File: config.mk
export PLATFORM = sky130hd
export DESIGN_NAME = base64_block_detector
export DESIGN_NICKNAME = d
export VERILOG_FILES = /design/src/hw/rtl/b64bd_pkg.sv /design/src/hw/rtl/b64bd_classify.sv /design/src/hw/rtl/b64bd_scan.sv /design/src/hw/rtl/base64_block_detector.sv
export SDC_FILE = /design/constraint.sdc
export NUM_CORES = 1
export LEC_CHECK = 0
export BUFFER_PORTS_ARGS = -buffer_cell sky130_fd_sc_hd__buf_2
export CAP_MARGIN = 10
export CORE_AREA = 10 10 171 173
export CTS_CLUSTER_DIAMETER = 50
export CTS_CLUSTER_SIZE = 8
export DETAILED_ROUTE_END_ITERATION = 10
export DIE_AREA = 0 0 181 183
export GPL_TIMING_DRIVEN = 1
export PLACE_DENSITY = 0.82
export REMOVE_ABC_BUFFERS = 1
export SKIP_CTS_REPAIR_TIMING = 1
export SYNTH_ARGS = -nofsm -noshare
export SYNTH_HDL_FRONTEND = slang
export SYNTH_SLANG_ARGS = --single-unit
File: constraint.sdc
create_clock -name clock -period 7.3 [get_ports clock]
set_clock_uncertainty 0.2 [all_clocks]
set_input_delay 1.46 -clock clock [delete_from_list [all_inputs] [get_ports clock]]
set_output_delay 1.46 -clock clock [all_outputs]
set_load 0.02 [all_outputs]
File: src/hw/rtl/b64bd_pkg.sv
package b64bd_pkg;

   // Character codes that the line checker looks for.
   localparam logic [7:0] CHAR_NEWLINE = 8'h0A;
   localparam logic [7:0] CHAR_TAB     = 8'h09;
   localparam logic [7:0] CHAR_CR      = 8'h0D;
   localparam logic [7:0] CHAR_SPACE   = 8'h20;
   localparam logic [7:0] CHAR_PLUS    = 8'h2B;
   localparam logic [7:0] CHAR_SLASH   = 8'h2F;
   localparam logic [7:0] CHAR_MINUS   = 8'h2D;
   localparam logic [7:0] CHAR_UNDER   = 8'h5F;
   localparam logic [7:0] CHAR_EQUALS  = 8'h3D;
   localparam logic [7:0] CHAR_UPPER_A = 8'h41;
   localparam logic [7:0] CHAR_UPPER_Z = 8'h5A;
   localparam logic [7:0] CHAR_LOWER_A = 8'h61;
   localparam logic [7:0] CHAR_LOWER_Z = 8'h7A;
   localparam logic [7:0] CHAR_ZERO    = 8'h30;
   localparam logic [7:0] CHAR_NINE    = 8'h39;

   // Bit positions in the character class mask.
   localparam int CLS_LOWER  = 0;
   localparam int CLS_UPPER  = 1;
   localparam int CLS_DIGIT  = 2;
   localparam int CLS_SYMBOL = 3;

   // Register field widths and reset values.
   localparam int MIN_WIDTH_BITS  = 16;
   localparam int CLASS_WIDTH_BITS = 16;
   localparam int PAGE_LIMIT_BITS = 25;
   localparam int CSR_DATA_BITS   = 25;
   localparam int START_BITS      = 24;
   localparam int LENGTH_BITS     = 25;

   localparam logic [MIN_WIDTH_BITS-1:0]   MIN_LINE_WIDTH_RESET    = 16'd60;
   localparam logic [CLASS_WIDTH_BITS-1:0] CLASS_CHECK_WIDTH_RESET = 16'd160;
   localparam logic [PAGE_LIMIT_BITS-1:0]  PAGE_LIMIT_RESET        = 25'd16777216;

   // Configuration register indexes.
   typedef enum logic [1:0] {
      CSR_MIN_LINE_WIDTH    = 2'd0,
      CSR_CLASS_CHECK_WIDTH = 2'd1,
      CSR_PAGE_LIMIT        = 2'd2
   } csr_index_type;

   // Decoded properties of one buffer byte.
   typedef struct packed {
      logic       newline;
      logic       space;
      logic       equals;
      logic       cap_a;
      logic [3:0] cls;
   } char_info_type;

   // Scanner status seen by the top level checks.
   typedef struct packed {
      logic       in_block;
      logic [1:0] line_count;
      logic       position_zero;
   } scan_status_type;

endpackage

File: src/hw/rtl/b64bd_classify.sv
module b64bd_classify
   import b64bd_pkg::*;
(
   input  logic [7:0]    data_byte,
   output char_info_type info
);

   // Sort the byte into whitespace, padding and the base64 character classes.
   always_comb begin
      info         = '0;
      info.newline = (data_byte == CHAR_NEWLINE);
      info.space   = (data_byte == CHAR_SPACE) || (data_byte == CHAR_TAB) ||
                     (data_byte == CHAR_CR);
      info.equals  = (data_byte == CHAR_EQUALS);
      info.cap_a   = (data_byte == CHAR_UPPER_A);
      info.cls[CLS_LOWER]  = (data_byte >= CHAR_LOWER_A) && (data_byte <= CHAR_LOWER_Z);
      info.cls[CLS_UPPER]  = (data_byte >= CHAR_UPPER_A) && (data_byte <= CHAR_UPPER_Z);
      info.cls[CLS_DIGIT]  = (data_byte >= CHAR_ZERO) && (data_byte <= CHAR_NINE);
      info.cls[CLS_SYMBOL] = (data_byte == CHAR_PLUS) || (data_byte == CHAR_SLASH) ||
                             (data_byte == CHAR_MINUS) || (data_byte == CHAR_UNDER);
   end

endmodule

File: src/hw/rtl/b64bd_scan.sv
module b64bd_scan
   import b64bd_pkg::*;
#(
   parameter longint unsigned MAX_BUFFER_BYTES = 64'd16777216
)
(
   input  logic                        clock,
   input  logic                        reset,
   input  logic                        advance,
   input  char_info_type               info,
   input  logic                        end_of_buffer,
   input  logic [MIN_WIDTH_BITS-1:0]   min_line_width,
   input  logic [CLASS_WIDTH_BITS-1:0] class_check_width,
   input  logic [PAGE_LIMIT_BITS-1:0]  page_limit,
   output logic                        report,
   output logic [START_BITS-1:0]       block_start,
   output logic [LENGTH_BITS-1:0]      block_length,
   output scan_status_type             status
);

   localparam int PW = $clog2(MAX_BUFFER_BYTES + 64'd1);
   localparam int CW = (PW > PAGE_LIMIT_BITS) ? PW : PAGE_LIMIT_BITS;
   localparam logic [PW-1:0] MAX_POS = PW'(MAX_BUFFER_BYTES);

   logic [PW-1:0] position_ff,     position_in;
   logic [PW-1:0] line_begin_ff,   line_begin_in;
   logic [PW-1:0] line_length_ff,  line_length_in;
   logic          line_bad_ff,     line_bad_in;
   logic          seen_equals_ff,  seen_equals_in;
   logic [3:0]    class_bits_ff,   class_bits_in;
   logic          only_a_ff,       only_a_in;
   logic          in_block_ff,     in_block_in;
   logic [PW-1:0] block_begin_ff,  block_begin_in;
   logic [PW-1:0] prev_length_ff,  prev_length_in;
   logic [1:0]    line_count_ff,   line_count_in;

   logic          pos_below_max;
   logic          absorb_en;
   logic          do_finish;
   logic [PW-1:0] len_a;
   logic          bad_a;
   logic          equals_a;
   logic [3:0]    cls_a;
   logic          only_a_a;
   logic          examined;
   logic          long_line;
   logic          line_valid;
   logic [PW-1:0] end_pos;

   assign pos_below_max = (position_ff < MAX_POS);
   assign absorb_en     = pos_below_max && !info.newline;
   assign do_finish     = pos_below_max ? (info.newline || end_of_buffer) : end_of_buffer;
   assign end_pos       = position_ff + PW'(absorb_en);

   // Fold the current byte into the line that is being collected.
   always_comb begin
      len_a    = line_length_ff;
      bad_a    = line_bad_ff;
      equals_a = seen_equals_ff;
      cls_a    = class_bits_ff;
      only_a_a = only_a_ff;
      if (absorb_en) begin
         if (line_length_ff < MAX_POS) begin
            len_a = line_length_ff + PW'(1);
         end
         if (!line_bad_ff && !info.space) begin
            if (info.equals) begin
               equals_a = 1'b1;
            end else if (seen_equals_ff || (info.cls == 4'd0)) begin
               bad_a = 1'b1;
            end else begin
               cls_a = class_bits_ff | info.cls;
               if (!info.cap_a) begin
                  only_a_a = 1'b0;
               end
            end
         end
      end
   end

   // Classify the finished line.
   assign examined   = (CW'(line_begin_ff) < CW'(page_limit));
   assign long_line  = (CW'(len_a) > CW'(class_check_width));
   assign line_valid = !bad_a &&
                       !(long_line && !only_a_a && !(cls_a[CLS_UPPER] && cls_a[CLS_LOWER]));

   // A block is reported when another length ends it after 2+ lines or an invalid line after 3+.
   always_comb begin
      report = 1'b0;
      if (do_finish && examined && in_block_ff) begin
         if (line_valid) begin
            report = (len_a != prev_length_ff) && (line_count_ff > 2'd1);
         end else begin
            report = (line_count_ff > 2'd2);
         end
      end
   end

   assign block_start  = START_BITS'(block_begin_ff);
   assign block_length = LENGTH_BITS'(end_pos - block_begin_ff);

   // Next state of the line and block trackers.
   always_comb begin
      position_in    = position_ff;
      line_begin_in  = line_begin_ff;
      line_length_in = len_a;
      line_bad_in    = bad_a;
      seen_equals_in = equals_a;
      class_bits_in  = cls_a;
      only_a_in      = only_a_a;
      in_block_in    = in_block_ff;
      block_begin_in = block_begin_ff;
      prev_length_in = prev_length_ff;
      line_count_in  = line_count_ff;

      if (pos_below_max) begin
         position_in = position_ff + PW'(1);
      end

      if (do_finish && examined) begin
         if (line_valid) begin
            if (!in_block_ff) begin
               if (CW'(len_a) >= CW'(min_line_width)) begin
                  in_block_in    = 1'b1;
                  block_begin_in = line_begin_ff;
                  line_count_in  = 2'd1;
                  prev_length_in = len_a;
               end
            end else if (len_a != prev_length_ff) begin
               in_block_in = 1'b0;
            end else if (line_count_ff != 2'd3) begin
               line_count_in = line_count_ff + 2'd1;
            end
         end else begin
            in_block_in = 1'b0;
         end
      end

      // A newline opens a fresh line just past itself.
      if (pos_below_max && info.newline) begin
         line_begin_in  = position_ff + PW'(1);
         line_length_in = '0;
         line_bad_in    = 1'b0;
         seen_equals_in = 1'b0;
         class_bits_in  = '0;
         only_a_in      = 1'b1;
      end

      // The last byte of a buffer clears everything.
      if (end_of_buffer) begin
         position_in    = '0;
         line_begin_in  = '0;
         line_length_in = '0;
         line_bad_in    = 1'b0;
         seen_equals_in = 1'b0;
         class_bits_in  = '0;
         only_a_in      = 1'b1;
         in_block_in    = 1'b0;
         block_begin_in = '0;
         prev_length_in = '0;
         line_count_in  = '0;
      end
   end

   // State registers, updated once per word taken from the input register.
   always_ff @(posedge clock) begin
      if (reset) begin
         position_ff    <= '0;
         line_begin_ff  <= '0;
         line_length_ff <= '0;
         line_bad_ff    <= 1'b0;
         seen_equals_ff <= 1'b0;
         class_bits_ff  <= '0;
         only_a_ff      <= 1'b1;
         in_block_ff    <= 1'b0;
         block_begin_ff <= '0;
         prev_length_ff <= '0;
         line_count_ff  <= '0;
      end else if (advance) begin
         position_ff    <= position_in;
         line_begin_ff  <= line_begin_in;
         line_length_ff <= line_length_in;
         line_bad_ff    <= line_bad_in;
         seen_equals_ff <= seen_equals_in;
         class_bits_ff  <= class_bits_in;
         only_a_ff      <= only_a_in;
         in_block_ff    <= in_block_in;
         block_begin_ff <= block_begin_in;
         prev_length_ff <= prev_length_in;
         line_count_ff  <= line_count_in;
      end
   end

   assign status.in_block      = in_block_ff;
   assign status.line_count    = line_count_ff;
   assign status.position_zero = (position_ff == '0);

endmodule

File: src/hw/rtl/base64_block_detector.sv
// A word accepted into the input register loads its block report into the result
// register when the input register moves on.
// Throughput: one byte per cycle while the result register is not stalled; the
// state update for a byte is one pass between the input and result registers.
// Reset (synchronous, active high) clears all line and block state, empties both
// registers and restores the configuration to 60, 160 and 2^24.
module base64_block_detector
   import b64bd_pkg::*;
#(
   parameter longint unsigned MAX_BUFFER_BYTES = 64'd16777216
)
(
   input  logic                     clock,
   input  logic                     reset,
   input  logic                     req_valid,
   output logic                     req_stall,
   input  logic [7:0]               req_data_byte,
   input  logic                     req_end_of_buffer,
   output logic                     rsp_valid,
   input  logic                     rsp_stall,
   output logic [START_BITS-1:0]    rsp_block_start,
   output logic [LENGTH_BITS-1:0]   rsp_block_length,
   input  logic                     csr_valid,
   output logic                     csr_ready,
   input  logic [1:0]               csr_index,
   input  logic [CSR_DATA_BITS-1:0] csr_data
);

   logic [MIN_WIDTH_BITS-1:0]   min_line_width_ff;
   logic [CLASS_WIDTH_BITS-1:0] class_check_width_ff;
   logic [PAGE_LIMIT_BITS-1:0]  page_limit_ff;

   logic                   in_valid_ff, in_valid_in;
   char_info_type          in_info_ff;
   logic                   in_eob_ff;
   char_info_type          byte_info;
   logic                   rsp_valid_ff, rsp_valid_in;
   logic [START_BITS-1:0]  rsp_start_ff;
   logic [LENGTH_BITS-1:0] rsp_length_ff;

   logic                   out_ready;
   logic                   advance;
   logic                   req_accept;
   logic                   report;
   logic [START_BITS-1:0]  block_start;
   logic [LENGTH_BITS-1:0] block_length;
   scan_status_type        status;

   // Configuration registers; writes are always taken.
   assign csr_ready = 1'b1;

   always_ff @(posedge clock) begin
      if (reset) begin
         min_line_width_ff    <= MIN_LINE_WIDTH_RESET;
         class_check_width_ff <= CLASS_CHECK_WIDTH_RESET;
         page_limit_ff        <= PAGE_LIMIT_RESET;
      end else if (csr_valid && csr_ready) begin
         case (csr_index)
            CSR_MIN_LINE_WIDTH: begin
               min_line_width_ff <= csr_data[MIN_WIDTH_BITS-1:0];
            end
            CSR_CLASS_CHECK_WIDTH: begin
               class_check_width_ff <= csr_data[CLASS_WIDTH_BITS-1:0];
            end
            CSR_PAGE_LIMIT: begin
               page_limit_ff <= csr_data[PAGE_LIMIT_BITS-1:0];
            end
            default: begin
            end
         endcase
      end
   end

   // Handshake: the input register moves on whenever the result register can load.
   assign out_ready   = !rsp_valid_ff || !rsp_stall;
   assign advance     = in_valid_ff && out_ready;
   assign req_stall   = in_valid_ff && !out_ready;
   assign req_accept  = req_valid && !req_stall;
   assign in_valid_in = req_accept || (in_valid_ff && !out_ready);

   b64bd_classify u_classify (
      .data_byte (req_data_byte),
      .info      (byte_info)
   );

   // Input register holds the decoded byte.
   always_ff @(posedge clock) begin
      if (reset) begin
         in_valid_ff <= 1'b0;
      end else begin
         in_valid_ff <= in_valid_in;
      end
   end

   always_ff @(posedge clock) begin
      if (req_accept) begin
         in_info_ff <= byte_info;
         in_eob_ff  <= req_end_of_buffer;
      end
   end

   b64bd_scan #(
      .MAX_BUFFER_BYTES (MAX_BUFFER_BYTES)
   ) u_scan (
      .clock             (clock),
      .reset             (reset),
      .advance           (advance),
      .info              (in_info_ff),
      .end_of_buffer     (in_eob_ff),
      .min_line_width    (min_line_width_ff),
      .class_check_width (class_check_width_ff),
      .page_limit        (page_limit_ff),
      .report            (report),
      .block_start       (block_start),
      .block_length      (block_length),
      .status            (status)
   );

   // Result register.
   assign rsp_valid_in = out_ready ? (advance && report) : rsp_valid_ff;

   always_ff @(posedge clock) begin
      if (reset) begin
         rsp_valid_ff <= 1'b0;
      end else begin
         rsp_valid_ff <= rsp_valid_in;
      end
   end

   always_ff @(posedge clock) begin
      if (advance && report) begin
         rsp_start_ff  <= block_start;
         rsp_length_ff <= block_length;
      end
   end

   assign rsp_valid        = rsp_valid_ff;
   assign rsp_block_start  = rsp_start_ff;
   assign rsp_block_length = rsp_length_ff;

`ifndef SYNTHESIS
   // An open block always counts at least its first line.
   assert property (@(posedge clock) disable iff (reset)
      status.in_block |-> (status.line_count != 2'd0))
      else $error("open block with zero line count");

   // The final byte of a buffer leaves the scanner cleared.
   assert property (@(posedge clock) disable iff (reset)
      (advance && in_eob_ff) |=> (status.position_zero && !status.in_block))
      else $error("state not cleared after end of buffer");

   // A reported block spans at least one byte.
   assert property (@(posedge clock) disable iff (reset)
      rsp_valid_ff |-> (rsp_length_ff != '0))
      else $error("reported block has zero length");

   // A result can only be loaded from a block that was open.
   assert property (@(posedge clock) disable iff (reset)
      (advance && report) |-> status.in_block)
      else $error("report without an open block");
`endif

endmodule
==> results by group <==
Power and ir drop
  • Leakage power: 5.90 nW
  • Reg power frac: 44.2%
  • Pwr dens: 204 nW/um2
  • Worst IR drop on VDD: 152 uV
  • Switching power: 0.759 mW
  • Comb pwr share: 5.3%
  • Internal: 2.50 mW
  • Sw frac: 23.3%
  • Total power: 3.25 mW
  • Clock share of power: 50.5%

Clocking
  • Clk slew on worst S/H paths: 50 ps
  • CTS max path bufs: 3
  • Htree depth: 2
  • Clock Sinks: 250
  • Worst skew pair latency: 520 ps
  • CTS Root Cell: clkbuf_16
  • CTS tree: built
  • Total CTS buffers: 38

Route
  • DR vias/cell: 6.11
  • WL/cell: 18.8 um
  • Iter 0 DRT Violations: 1193
  • DRT Pass-1 Iters: 6
  • Routed WL: 40100 um
  • Post-route DRC: 0
  • Detailed-route via count: 13000
  • DRT antenna net count: 0

Critical path
  • Element type at the critical path end: register
  • Critical Path RT: 7500 ps
  • Arr. time, crit path: 5760 ps
  • Crit path launch type: register
  • CP max FO: 32
  • CP Class: reg2reg

Logic synthesis
  • Post-synthesis cell type count: 83
  • Dominant synthesized flop cell: dfxtp_1
  • Register area share after synthesis: 39.2%
  • #FFs+latches synth: 250
  • Ys async rst share: 0%
  • Syn Area/Cell: 8.25 um2
  • Post-Synthesis Cells: 1727
  • Count of flip-flops with a built-in enable after synthesis: 58
  • Ys Warns: 0
  • Cell Area, Synth: 14200 um2

Floorplan
  • Die Wd: 181 um
  • Core area: 25800 um2
  • Die Y: 183 um
  • Die ar.: 33100 um2
  • # IOs: 93
  • Initial core utilization: 55.3%
  • # rows: 59

Timing
  • Max-slew violation count: 0
  • Final-report hold violation count: 0
  • Slew at the pin with the worst max-slew slack: 1210 ps
  • Fmax: 180 MHz
  • Max-slew headroom: 18.5%
  • Final worst-path cycle share: 76.2%
  • Crit path time final: 5560 ps
  • RSZ-0062 raised after global routing: false
  • Final TNS setup: 0 ps
  • Final setup violation count: 0

Global route
  • First-pass GRT wire length: 64100 um
  • Total congestion overflow: 0
  • Total GRT Usage: 23.1%
  • Initial antenna violation count: 0
  • Largest net degree at the start of global routing: 85
  • Vias in the first global route: 12300

Worst hold path
  • HP Class: reg2reg

Placed design
  • GP Congestion: 0.977
  • Hpwl dp: 28000 um
  • Port bufs: 91

Run status
  • Status: complete, no violations

Layout
  • Nets: 1921
  • Area growth syn-to-layout: 12.1%
  • Layout cells sized above 1: 9.98%
  • ANT cells: 0

Run
  • Max_cap viols: 0
## synth_stat cells (5+ instances only)
cell	n	area (um2)
a211oi_1	9	67.6
inv_1	111	417
and2_1	9	56.3
dfxtp_1	192	3840
a22oi_1	6	45.0
nand3_1	44	220
o21ai_0	93	465
a21oi_1	202	1010
nor2_1	112	420
nand2_1	275	1030
or4_1	6	45.0
a31oi_1	8	50.1
and4_1	12	105
nand2b_1	7	43.8
nor3_1	32	160
or3_1	29	181
a31o_1	5	43.8
nor2b_1	11	68.8
o21a_1	11	82.6
a21o_1	18	135
nand3b_1	7	52.6
buf_2	17	85.1
nor4_1	14	87.6
nand4_1	64	400
and3_1	16	100
xnor2_1	47	412
o211ai_1	10	75.1
edfxtp_1	58	1740
a2111oi_0	6	52.6
clkbuf_1	78	293
xor2_1	25	219
ha_1	108	1350
## cell type report
type / instances / area, um2
clock inverter: 5 / 72.6
inverter: 113 / 424
sequential: 250 / 5590
fill: 2169 / 9800
clock buffer: 58 / 1050
timing repair buffer: 104 / 556
tap: 335 / 419
multi-input combinational: 1264 / 7860
## power groups by stage
stage / combinational, mW / clock [mW] / sequential, mW
3_5_place_dp: 0.167 / 0 / 1.47
6_report: 0.172 / 1.64 / 1.44
2_1_floorplan: 0.0863 / 0 / 1.47
4_1_cts: 0.169 / 1.66 / 1.44
5_1_grt: 0.189 / 1.72 / 1.44
3_3_place_gp: 0.164 / 0 / 1.47
## state kept, by name, indices dropped and copies added (netlist names), 2 cells and up
name / count
u_scan.line_count_ff: 2
u_scan.prev_length_ff: 25
class_check_width_ff: 16
rsp_block_start: 24
page_limit_ff: 25
min_line_width_ff: 16
in_info_ff: 8
u_scan.line_length_ff: 25
u_scan.line_begin_ff: 25
u_scan.position_ff: 25
u_scan.class_bits_ff: 2
rsp_block_length: 25
u_scan.block_begin_ff: 25
## placed cells by master, fill, tap and decap left out, types with 18 or more instances in the layout
master	instances
clkbuf_1	19
dfxtp_1	192
clkbuf_16	39
nand2_1	275
xnor2_1	47
o21ai_0	92
nor3_1	32
or3_1	29
a21o_1	18
a21oi_1	201
xor2_1	25
buf_2	90
nand4_1	64
ha_1	108
edfxtp_1	58
nand3_1	44
inv_1	111
nor2_1	112
## logic make-up (layout without fill, tap and decap cells)
kind of cell    count (synthesis)  in the layout  synth area share (%)
xor+xnor                       75             75                  4.90
simple gates                  665            665                  23.1
fa+ha+maj                     109            109                  9.63
mux                             3              3                 0.211
buf+inv                       213            280                  5.93
compound gates                411            411                  16.9
other cells                     1              1                0.0263
flops                         250            250                  39.2
## worst paths after layout
check	from	endpoint	slack (ps)	depth (start not counted)
worst max-delay path	u_scan.line_length_ff[0]$_SDFFE_PP0P_	u_scan.prev_length_ff[9]$_SDFFE_PP0P_	1740	16
worst min-delay path	u_scan.only_a_ff$_SDFFE_PP1P_	u_scan.only_a_ff$_SDFFE_PP1P_	250	2
worst max register to register	u_scan.line_length_ff[0]$_SDFFE_PP0P_	u_scan.prev_length_ff[9]$_SDFFE_PP0P_	1740	16
worst min register to register	u_scan.only_a_ff$_SDFFE_PP1P_	u_scan.only_a_ff$_SDFFE_PP1P_	250	2
## critical path, cell delays in order (launching register included)
cell and delay, ps:
dfxtp_1 430, ha_1 250, or4b_4 570, nor4_2 600, nand2_1 170, xnor2_1 360, ha_1 310, and4_1 210
nand3_1 100, o21ai_0 100, a21oi_1 170, o21ai_0 180, o31ai_1 600, o31a_2 470, buf_4 410, nor2_1 100
a31o_1 190
## stage by stage
step | std cells | cell area (um2) | setup slack (ps) | hold WS (ps) | util [%]
2_1_floorplan | 1627 | 13800 | -1340 | 216 | -
3_3_place_gp | 2066 | 14800 | 2140 | 235 | 57.6
3_5_place_dp | 2066 | 14800 | 1920 | 234 | 57.6
4_1_cts | 2129 | 16000 | 1850 | 244 | 61.9
5_1_grt | 2129 | 16000 | 1360 | 268 | 61.9
6_report | 2129 | 16000 | 1740 | 248 | 61.9
## per-layer routing
| metal | vias to the layer above | GRT usage (%) | routed length [um] |
|---|---|---|---|
| met5 | - | 0 | 0 |
| met3 | 117 | 4.15 | 3170 |
| met1 | 6111 | 27.6 | 15900 |
| met4 | 0 | 9.31 | 1480 |
| met2 | 572 | 40.3 | 19600 |
| li1 | 6200 | - | - |
Note: power is estimated with default switching activity, not from simulation.
